==> src/hw/rtl/smx_pkg.sv <==
`timescale 1ns / 1ps

package smx_pkg;

  localparam int WORD_W = 32;
  localparam int PC_W   = 13;
  localparam int TGT_W  = 12;
  localparam int ST_W   = 4;
  localparam int EV_W   = 3;
  localparam int ADDR_W = 2;

  // Register byte addresses on the configuration port.
  localparam logic [ADDR_W-1:0] REG_PROGRAM_LENGTH = 2'd0;

  // Opcode bytes.
  localparam logic [7:0] OPC_NOP     = 8'h00;
  localparam logic [7:0] OPC_PUSH    = 8'h01;
  localparam logic [7:0] OPC_POP     = 8'h02;
  localparam logic [7:0] OPC_POKE    = 8'h03;
  localparam logic [7:0] OPC_PEEK    = 8'h04;
  localparam logic [7:0] OPC_PUTC    = 8'h05;
  localparam logic [7:0] OPC_REFRESH = 8'h06;
  localparam logic [7:0] OPC_ADD     = 8'h07;
  localparam logic [7:0] OPC_SUB     = 8'h08;
  localparam logic [7:0] OPC_JUMP    = 8'h09;
  localparam logic [7:0] OPC_WAIT    = 8'h0a;
  localparam logic [7:0] OPC_BRK     = 8'hfd;
  localparam logic [7:0] OPC_HALT    = 8'hfe;
  localparam logic [7:0] OPC_EXIT    = 8'hff;

  // Status codes.
  localparam logic [ST_W-1:0] ST_OK       = 4'd0;
  localparam logic [ST_W-1:0] ST_SYNTAX   = 4'd1;
  localparam logic [ST_W-1:0] ST_INVALID  = 4'd2;
  localparam logic [ST_W-1:0] ST_END      = 4'd3;
  localparam logic [ST_W-1:0] ST_ADDRESS  = 4'd4;
  localparam logic [ST_W-1:0] ST_EMPTY    = 4'd5;
  localparam logic [ST_W-1:0] ST_OVERFLOW = 4'd6;
  localparam logic [ST_W-1:0] ST_HALTED   = 4'd7;
  localparam logic [ST_W-1:0] ST_STOPPED  = 4'd8;
  localparam logic [ST_W-1:0] ST_NOPROG   = 4'd9;

  // Event codes.
  localparam logic [EV_W-1:0] EV_NONE    = 3'd0;
  localparam logic [EV_W-1:0] EV_PUTC    = 3'd1;
  localparam logic [EV_W-1:0] EV_REFRESH = 3'd2;
  localparam logic [EV_W-1:0] EV_WAIT    = 3'd3;
  localparam logic [EV_W-1:0] EV_BREAK   = 3'd4;
  localparam logic [EV_W-1:0] EV_EXIT    = 3'd5;

  // Stack words consumed by put char and by add/sub.
  localparam int PUTC_WORDS  = 5;
  localparam int ARITH_WORDS = 2;

  // Operation class after decode; bad opcodes and parameter mismatches are
  // folded into their own classes so the executor sees one code.
  typedef enum logic [3:0] {
    OP_NOP,
    OP_PUSH,
    OP_POP,
    OP_POKE,
    OP_PEEK,
    OP_PUTC,
    OP_REFRESH,
    OP_ADD,
    OP_SUB,
    OP_JUMP,
    OP_WAIT,
    OP_BRK,
    OP_HALT,
    OP_EXIT,
    OP_INVALID,
    OP_SYNTAX
  } op_t;

  typedef struct packed {
    logic              restart;
    op_t               op;
    logic              addr_ok;
    logic [WORD_W-1:0] param;
    logic [TGT_W-1:0]  target;
  } instr_t;

  typedef enum logic [2:0] {
    BK_CLEAR,
    BK_IDLE,
    BK_POKE,
    BK_PEEK,
    BK_ARITH,
    BK_PUTC1,
    BK_PUTC2,
    BK_PUTC3
  } bk_state_t;

endpackage

==> src/hw/rtl/smx_queue.sv <==
`timescale 1ns / 1ps

module smx_queue (
  input  logic            clk,
  input  logic            rst,
  input  logic            push,
  input  smx_pkg::instr_t push_data,
  output logic            full,
  input  logic            pop,
  output logic            q_valid,
  output smx_pkg::instr_t q_data
);

  smx_pkg::instr_t entries [2];
  logic            wptr;
  logic            rptr;
  logic [1:0]      level;

  assign full    = (level == 2'd2);
  assign q_valid = (level != 2'd0);
  assign q_data  = entries[rptr];

  always_ff @(posedge clk) begin
    if (rst) begin
      wptr  <= 1'b0;
      rptr  <= 1'b0;
      level <= 2'd0;
    end else begin
      if (push) begin
        wptr <= ~wptr;
      end
      if (pop) begin
        rptr <= ~rptr;
      end
      level <= level + {1'b0, push} - {1'b0, pop};
    end
  end

  always_ff @(posedge clk) begin
    if (push) begin
      entries[wptr] <= push_data;
    end
  end

  a_no_push_when_full: assert property (@(posedge clk) disable iff (rst)
    full |-> !push)
    else $error("transfer into a full instruction queue");

  a_no_pop_when_empty: assert property (@(posedge clk) disable iff (rst)
    !q_valid |-> !pop)
    else $error("instruction queue popped while empty");

endmodule

==> config.mk <==
export PLATFORM = sky130hd
export DESIGN_NAME = smx_queue
export DESIGN_NICKNAME = d
export VERILOG_FILES = /design/src/hw/rtl/smx_pkg.sv /design/src/hw/rtl/smx_queue.sv
export SDC_FILE = /design/constraint.sdc
export NUM_CORES = 1
export LEC_CHECK = 0
export BUFFER_PORTS_ARGS = -buffer_cell sky130_fd_sc_hd__buf_2
export CORE_ASPECT_RATIO = 0.8
export CORE_MARGIN = 5
export CORE_UTILIZATION = 45
export DETAILED_ROUTE_END_ITERATION = 10
export PLACE_DENSITY = 0.7
export SYNTH_ARGS = -nofsm -noshare
export SYNTH_HDL_FRONTEND = slang
export SYNTH_SLANG_ARGS = --single-unit
export TNS_END_PERCENT = 10
==> constraint.sdc <==
create_clock -name clk -period 3.9 [get_ports clk]
set_input_delay 0.195 -clock clk [delete_from_list [all_inputs] [get_ports clk]]
set_output_delay 0.195 -clock clk [all_outputs]
set_load 0.05 [all_outputs]
==> summary.txt <==
Worst skew pair latency: 0.33 ns
Postcts setup bufs: 0
Clock-pin transition on the worst setup and hold timing paths: 0.07 ns
Status: finished, final reports clean
Maximum fanout along the worst path: 50
Worst R2R Path Depth: 2
Final Cell Area: 4970 um^2
Chip Height: 95.2 um
Setup WS pre-CTS: 1.96 ns
Total number of vias: 1942
Fin worst setup slack: 1.79 ns
Leak: 1.99 nW
Synth Area in Compound Gates: 0
Most common cell after layout, fill and taps aside: buf_2
Syn Inst Count: 177
TritonCTS clock tree: built
Area after DPL: 4670 um^2
H-tree levels: 3
Critical Path Sink Type: output port
Via density: 4.75
Mux share of post-synthesis cell area: 0.184
Total power: 0.00273 W
Yosys warns: 0
Die area: 11100 um^2
Final worst-path cycle share: 0.541
Vias in the first global route: 2017
Number of DRC markers in iteration 0: 43
MaxCap Viol Count: 0
CTS Buf Count: 9
Hold Fails Final Rpt: 0
Initial antenna violation count: 0
Crit start category: register
CP max stage delay: 0.98 ns
Critical path type: register to output port
Slew @ Worst Pin: 1.02 ns
Post-synthesis simple-gate area fraction: 0.0113
Global Route Usage Sum: 0.123
Core Area: 8960 um^2
Clock Path Buffers: 2
Slowest CP cell: dfxtp_4
Layout cells sized above 1: 0.602
Final TNS setup: 0 ns
Antenna Nets Post-Route: 0
Worst EP arrival: 1.92 ns
Xor/xnor cell area share of the yosys netlist: 0.00980
GR Overflow Total: 0
Cells along the critical path: mux2_4, buf_2
Flops & latches, synth: 105
I/O pin count: 106
Routability congestion estimate: 0.692
Worst EP required: 3.70 ns
Largest family of logic cells by synthesized area: multiplexers
Area Overhead vs Synth: 21.7%
Initial Utilization: 0.456
Max Transition Viols Final: 0
First-pass GRT wire length: 9980 um
P per Cell Area: 548 nW/um^2
CTS Hold Bufs: 0
Endpoints failing setup: 0
Commonest cells after routing, fill and taps aside: 105 x buf_2, 100 x edfxtp_1, 50 x mux2_4, 9 x clkbuf_16
PostCTS Resize Cnt: 0
Hold path start: push_data[6]
Post-route clock skew: 0.00739 ns
RR Startpoint: wptr
Max Freq: 474 MHz
Number of antenna diodes: 0
Rows: 31
Syn_nets: 233
Sequential area share after synthesis: 0.760
Fin crit period: 2.11 ns
Routed WL per cell: 16.2 um
Pin count of the biggest net entering global routing: 51
VDD IR max: 0.292 mV
DRT Pass-1 Iters: 4
Syn avg cell area: 23.1 um^2
Die X: 117 um
Flop2flop setup slack: 2.01 ns
RSZ-0062 raised after global routing: false
Cell Area, Synth: 4080 um^2
Routed wire length: 6640 um
Reg2reg end: entries[1][15]
Clock tree sinks: 105
Hold EP: entries[0][6]
Synth cell types: 13
Fin nets: 345
CTS root buf: clkbuf_16
DRC viols: 0
I/O Buffers: 105
Post-Synth Adder-Cell Area: 0.00613
Tightest slew margin relative to the limit: 0.320
Hold Path Depth: 1
Worst min path class: input port to register
## layout make-up
class | instances | area (um^2)
fill | 701 | 3990
inverter | 2 | 7.51
timing repair buffer | 107 | 541
clock buffer | 12 | 267
tap | 115 | 144
multi-input combinational | 64 | 871
clock inverter | 4 | 33.8
sequential | 105 | 3110
## state kept, by name, indices dropped and copies added, names as in the netlist, named ones only
| signal | flops |
|---|---|
| entries | 100 |
| level | 2 |
| wptr | 1 |
| rptr | 1 |
## kinds of logic (layout without fill, tap and decap cells)
group,after synthesis,after routing
buffers and inverters,8,125
muxes,50,50
xor gates and xnor gates,3,3
and+or+nand+nor,9,9
DFF,105,105
adders and majority gates,2,2
## through the flow
stage                     hold WS [ns]   util  std cells
after CTS                       0.0274  0.555        409
after detailed placement         0.386  0.521        393
after global routing            0.0318  0.555        409
final                           0.0426  0.555        409
after global placement           0.384  0.521        393
after floorplan                  0.267      -        177
## cell usage after synthesis
cell / instances / area [um^2]
edfxtp_1: 100 / 3000
mux2_4: 50 / 751
buf_12: 5 / 100
dfxtp_1: 5 / 100
nor2_1: 4 / 15.0
nor2b_1: 3 / 18.8
ha_1: 2 / 25.0
inv_1: 2 / 7.51
xnor2_1: 2 / 17.5
and2_1: 1 / 6.26
buf_6: 1 / 11.3
or2_2: 1 / 6.26
xnor3_1: 1 / 22.5
## where the power goes
part / internal (W) / switching (W)
Sequential: 0.00132 / 0.0000487
Combinational: 0.000174 / 0.000320
Clock: 0.000491 / 0.000377
## critical path, delay by kind of cell, from the launching register on
family	cells	cell delay [ns]
buffers and inverters	1	0.21
DFF	1	0.98
muxes	1	0.36
## routing by layer
layer | global-route usage | wire (um) | vias up
li1 | - | - | 910
met1 | 0.151 | 2730 | 954
met3 | 0.0482 | 563 | 8
met4 | 0.0493 | 92 | 0
met2 | 0.197 | 3250 | 70
met5 | 0 | 0 | -
## how the worst max path moves through the flow
stage | to | cells after the start | slack, ns
2_1_floorplan | entries[0][0] | 1 | 0.88
3_3_place_gp | entries[1][0] | 2 | 1.97
3_5_place_dp | entries[1][27] | 2 | 1.96
4_1_cts | q_data[22] | 2 | 1.74
5_1_grt | q_data[22] | 2 | 1.70
6_report | q_data[17] | 2 | 1.79
No activity file was read; power rests on OpenSTA's default activity.
