`config.mk`:
```
export PLATFORM = sky130hd
export DESIGN_NAME = smx_front
export DESIGN_NICKNAME = d
export VERILOG_FILES = /design/src/hw/rtl/smx_pkg.sv /design/src/hw/rtl/smx_front.sv
export SDC_FILE = /design/constraint.sdc
export NUM_CORES = 1
export LEC_CHECK = 0
export ABC_AREA = 1
export BUFFER_PORTS_ARGS = -buffer_cell sky130_fd_sc_hd__buf_2
export CAP_MARGIN = 20
export CORE_ASPECT_RATIO = 1.25
export CORE_UTILIZATION = 29
export DETAILED_ROUTE_END_ITERATION = 10
export PLACE_DENSITY = 0.84
export SYNTH_ARGS = -nofsm -noshare
export SYNTH_HDL_FRONTEND = slang
export SYNTH_SLANG_ARGS = --single-unit
```
`constraint.sdc`:
```
create_clock -name vclk -period 0.9
set_input_delay 0.09 -clock vclk [all_inputs]
set_output_delay 0.09 -clock vclk [all_outputs]
set_load 0.03 [all_outputs]
```
`src/hw/rtl/smx_pkg.sv`:
```
`timescale 1ns / 1ps

package smx_pkg;

  localparam int WORD_W = 32;
  localparam int PC_W   = 13;
  localparam int TGT_W  = 12;
  localparam int ST_W   = 4;
  localparam int EV_W   = 3;
  localparam int ADDR_W = 2;

  // Register byte addresses on the configuration port.
  localparam logic [ADDR_W-1:0] REG_PROGRAM_LENGTH = 2'd0;

  // Opcode bytes.
  localparam logic [7:0] OPC_NOP     = 8'h00;
  localparam logic [7:0] OPC_PUSH    = 8'h01;
  localparam logic [7:0] OPC_POP     = 8'h02;
  localparam logic [7:0] OPC_POKE    = 8'h03;
  localparam logic [7:0] OPC_PEEK    = 8'h04;
  localparam logic [7:0] OPC_PUTC    = 8'h05;
  localparam logic [7:0] OPC_REFRESH = 8'h06;
  localparam logic [7:0] OPC_ADD     = 8'h07;
  localparam logic [7:0] OPC_SUB     = 8'h08;
  localparam logic [7:0] OPC_JUMP    = 8'h09;
  localparam logic [7:0] OPC_WAIT    = 8'h0a;
  localparam logic [7:0] OPC_BRK     = 8'hfd;
  localparam logic [7:0] OPC_HALT    = 8'hfe;
  localparam logic [7:0] OPC_EXIT    = 8'hff;

  // Status codes.
  localparam logic [ST_W-1:0] ST_OK       = 4'd0;
  localparam logic [ST_W-1:0] ST_SYNTAX   = 4'd1;
  localparam logic [ST_W-1:0] ST_INVALID  = 4'd2;
  localparam logic [ST_W-1:0] ST_END      = 4'd3;
  localparam logic [ST_W-1:0] ST_ADDRESS  = 4'd4;
  localparam logic [ST_W-1:0] ST_EMPTY    = 4'd5;
  localparam logic [ST_W-1:0] ST_OVERFLOW = 4'd6;
  localparam logic [ST_W-1:0] ST_HALTED   = 4'd7;
  localparam logic [ST_W-1:0] ST_STOPPED  = 4'd8;
  localparam logic [ST_W-1:0] ST_NOPROG   = 4'd9;

  // Event codes.
  localparam logic [EV_W-1:0] EV_NONE    = 3'd0;
  localparam logic [EV_W-1:0] EV_PUTC    = 3'd1;
  localparam logic [EV_W-1:0] EV_REFRESH = 3'd2;
  localparam logic [EV_W-1:0] EV_WAIT    = 3'd3;
  localparam logic [EV_W-1:0] EV_BREAK   = 3'd4;
  localparam logic [EV_W-1:0] EV_EXIT    = 3'd5;

  // Stack words consumed by put char and by add/sub.
  localparam int PUTC_WORDS  = 5;
  localparam int ARITH_WORDS = 2;

  // Operation class after decode; bad opcodes and parameter mismatches are
  // folded into their own classes so the executor sees one code.
  typedef enum logic [3:0] {
    OP_NOP,
    OP_PUSH,
    OP_POP,
    OP_POKE,
    OP_PEEK,
    OP_PUTC,
    OP_REFRESH,
    OP_ADD,
    OP_SUB,
    OP_JUMP,
    OP_WAIT,
    OP_BRK,
    OP_HALT,
    OP_EXIT,
    OP_INVALID,
    OP_SYNTAX
  } op_t;

  typedef struct packed {
    logic              restart;
    op_t               op;
    logic              addr_ok;
    logic [WORD_W-1:0] param;
    logic [TGT_W-1:0]  target;
  } instr_t;

  typedef enum logic [2:0] {
    BK_CLEAR,
    BK_IDLE,
    BK_POKE,
    BK_PEEK,
    BK_ARITH,
    BK_PUTC1,
    BK_PUTC2,
    BK_PUTC3
  } bk_state_t;

endpackage

```
`src/hw/rtl/smx_front.sv`:
```
`timescale 1ns / 1ps

module smx_front #(
  parameter int MEM_WORDS = 65536
) (
  input  logic                        kind,
  input  logic [7:0]                  opcode,
  input  logic                        has_param,
  input  logic signed [31:0]          param_value,
  input  logic [smx_pkg::TGT_W-1:0]   jump_target,
  input  logic                        in_valid,
  output logic                        in_ready,
  input  logic                        q_full,
  input  logic                        clearing,
  output logic                        q_push,
  output smx_pkg::instr_t             q_wdata
);

  localparam logic [smx_pkg::WORD_W-1:0] MEM_LIMIT = smx_pkg::WORD_W'(MEM_WORDS);

  smx_pkg::op_t op_cls;
  logic         want_param;
  logic         known;

  always_comb begin
    op_cls     = smx_pkg::OP_INVALID;
    want_param = 1'b0;
    known      = 1'b1;
    unique case (opcode)
      smx_pkg::OPC_NOP:     op_cls = smx_pkg::OP_NOP;
      smx_pkg::OPC_PUSH:    begin op_cls = smx_pkg::OP_PUSH; want_param = 1'b1; end
      smx_pkg::OPC_POP:     op_cls = smx_pkg::OP_POP;
      smx_pkg::OPC_POKE:    begin op_cls = smx_pkg::OP_POKE; want_param = 1'b1; end
      smx_pkg::OPC_PEEK:    begin op_cls = smx_pkg::OP_PEEK; want_param = 1'b1; end
      smx_pkg::OPC_PUTC:    op_cls = smx_pkg::OP_PUTC;
      smx_pkg::OPC_REFRESH: op_cls = smx_pkg::OP_REFRESH;
      smx_pkg::OPC_ADD:     op_cls = smx_pkg::OP_ADD;
      smx_pkg::OPC_SUB:     op_cls = smx_pkg::OP_SUB;
      smx_pkg::OPC_JUMP:    begin op_cls = smx_pkg::OP_JUMP; want_param = 1'b1; end
      smx_pkg::OPC_WAIT:    begin op_cls = smx_pkg::OP_WAIT; want_param = 1'b1; end
      smx_pkg::OPC_BRK:     op_cls = smx_pkg::OP_BRK;
      smx_pkg::OPC_HALT:    op_cls = smx_pkg::OP_HALT;
      smx_pkg::OPC_EXIT:    op_cls = smx_pkg::OP_EXIT;
      default:              known  = 1'b0;
    endcase
    // An unknown opcode outranks a parameter mismatch.
    if (known && (has_param != want_param)) begin
      op_cls = smx_pkg::OP_SYNTAX;
    end
  end

  assign in_ready = !q_full && !clearing;
  assign q_push   = in_valid && in_ready;

  always_comb begin
    q_wdata.restart = kind;
    q_wdata.op      = op_cls;
    // Negative values are huge when read unsigned, so one compare covers both.
    q_wdata.addr_ok = ($unsigned(param_value) < MEM_LIMIT);
    q_wdata.param   = $unsigned(param_value);
    q_wdata.target  = jump_target;
  end

endmodule

```
==> impl_metrics.json <==
{
  "pwr_density_cell_nw_per_um2": 426,
  "violations": "setup timing",
  "max_slew_margin_pct": 82.4,
  "utilization_pct": 50.4,
  "antenna_found_initial": 0,
  "finalNetCount": 191,
  "dr.pass1.iters": 2,
  "cts.hold.buffers_added": 0,
  "ant_nets": 0,
  "end_kind": "primary output",
  "register_area_um2": 0,
  "vias": 748,
  "gp_congestion": 0.831,
  "path_max_fanout": 3,
  "fmax_mhz": 833,
  "vias_per_cell": 4.62,
  "crit_path_start_kind": "primary input",
  "finalHoldViolCount": 0,
  "layout-drive-gt1-share_pct": 80.3,
  "syn_area_um2": 658,
  "pre_cts_slack_ns": -0.319,
  "power.leakage_nw": 0.500,
  "n_antenna_cell": 0,
  "maxCapViolCount": 0,
  "synth_cells": 113,
  "yosysSeqAreaShare_pct": 0,
  "fin_ws_ns": -0.301,
  "final_common_cell": "buf_2",
  "dp_hpwl_um": 1590,
  "mostFrequentLayoutCells": "35 x buf_2, 18 x buf_6, 10 x buf_4",
  "drc": 0,
  "dieArea_um2": 2470,
  "io_pins": 109,
  "rsz0062_at_grt": "true",
  "grt_pass1_wl_um": 2700,
  "die_y_um": 55.3,
  "ys_warn_count": 0,
  "grt_max_degree": 6,
  "core_region_area_um2": 2050,
  "nFlopsAndLatches": 0,
  "outcome": "finished, violations left",
  "post_drt_wl_per_cell_um": 12.6,
  "port-buffer-count": 51,
  "synth.avg_cell_area_um2": 5.82,
  "worstMarginPinSlew_ns": 0.261,
  "hold_path.class": "in2out",
  "synth.distinct_cells": 16,
  "die_w_um": 44.6,
  "crit_type": "in2out",
  "finalSetupViolCount": 4,
  "synth_nets": 170,
  "period_needed_ns": 1.20,
  "first_iter_violations": 8,
  "maxSlewViolCount": 0,
  "n_clock_buffer": 0,
  "grt-ovfl-total": 0,
  "arrival_ns": 1.11,
  "initial_utilization_pct": 32.1,
  "wirelength_um": 2040,
  "area_delta_synth_final_pct": 56.8,
  "first_global_vias": 660,
  "crit_required_ns": 0.81,
  "rows": 18,
  "period_share_pct": 133,
  "ir_drop_v": 0.000208,
  "grtUsageTotal_pct": 13.9
}
## stage by stage
stage	hold WS (ns)	TNS (ns)	std cells	power [mW]	area, um^2
floorplan	0.248	-0.131	113	0.463	708
finish	0.180	-1.15	162	0.440	1030
detailed placement	0.180	-1.31	159	0.334	738
global placement	0.180	-1.27	159	0.331	738
CTS	0.180	-1.07	162	0.389	898
global route	0.180	-1.40	162	0.468	1030
## final cells by class
type,count,area (um^2)
fillers,209,1020
inverters,11,43.8
multi-input cells,57,490
well taps,30,37.5
repair buffers,64,460
## timing repair
action / in CTS / in global routing
pin swaps: 18 / 17
endpoints found under the setup margin: 5 / 5
setup buffers: 3 / 0
gates resized for setup: 37 / 31
## worst max-delay path, cell delays in order
cell and delay, ns:
buf_6 0.10, nor2_4 0.17, nand3_4 0.12, buf_6 0.13, nor4_1 0.19, nor2_1 0.10, nand2_2 0.08, buf_6 0.12
## where the power goes
group          total [mW]  internal [mW]  switching [mW]
Clock                   0              0               0
Sequential              0              0               0
Combinational       0.440          0.184           0.255
Total               0.440          0.184           0.255
## cell families (layout without fill, tap and decap cells)
| kind of cell | after synthesis | after routing | synth area share, % |
|---|---|---|---|
| AO/OA/AOI/OAI | 3 | 3 | 2.66 |
| buffers and inverters | 56 | 75 | 57.6 |
| AND/OR/NAND/NOR | 54 | 54 | 39.7 |
## synth_stat cells (all sizes together)
master	count	share of area, %
nand3	9	8.4
nor2	20	13
o21ai	2	1.5
nor4	5	4.8
o21a	1	1.1
nand4	1	0.95
buf	45	51
nor3b	1	1.1
nand2	17	10
nand3b	1	1.1
inv	11	6.3
## per-layer routing
metal	global-route usage (%)	up-vias	share of wire (%)
met1	10.9	326	27
met3	3.92	12	15
li1	-	350	-
met5	0	-	0
met2	28.6	60	54
met4	5.63	0	3.7
## worst paths after layout
path              depth (start not counted)            start          end
setup / recovery                          8        opcode[7]  q_wdata[45]
hold / removal                            0  jump_target[10]  q_wdata[10]
Note: power is estimated with default switching activity, not from simulation.
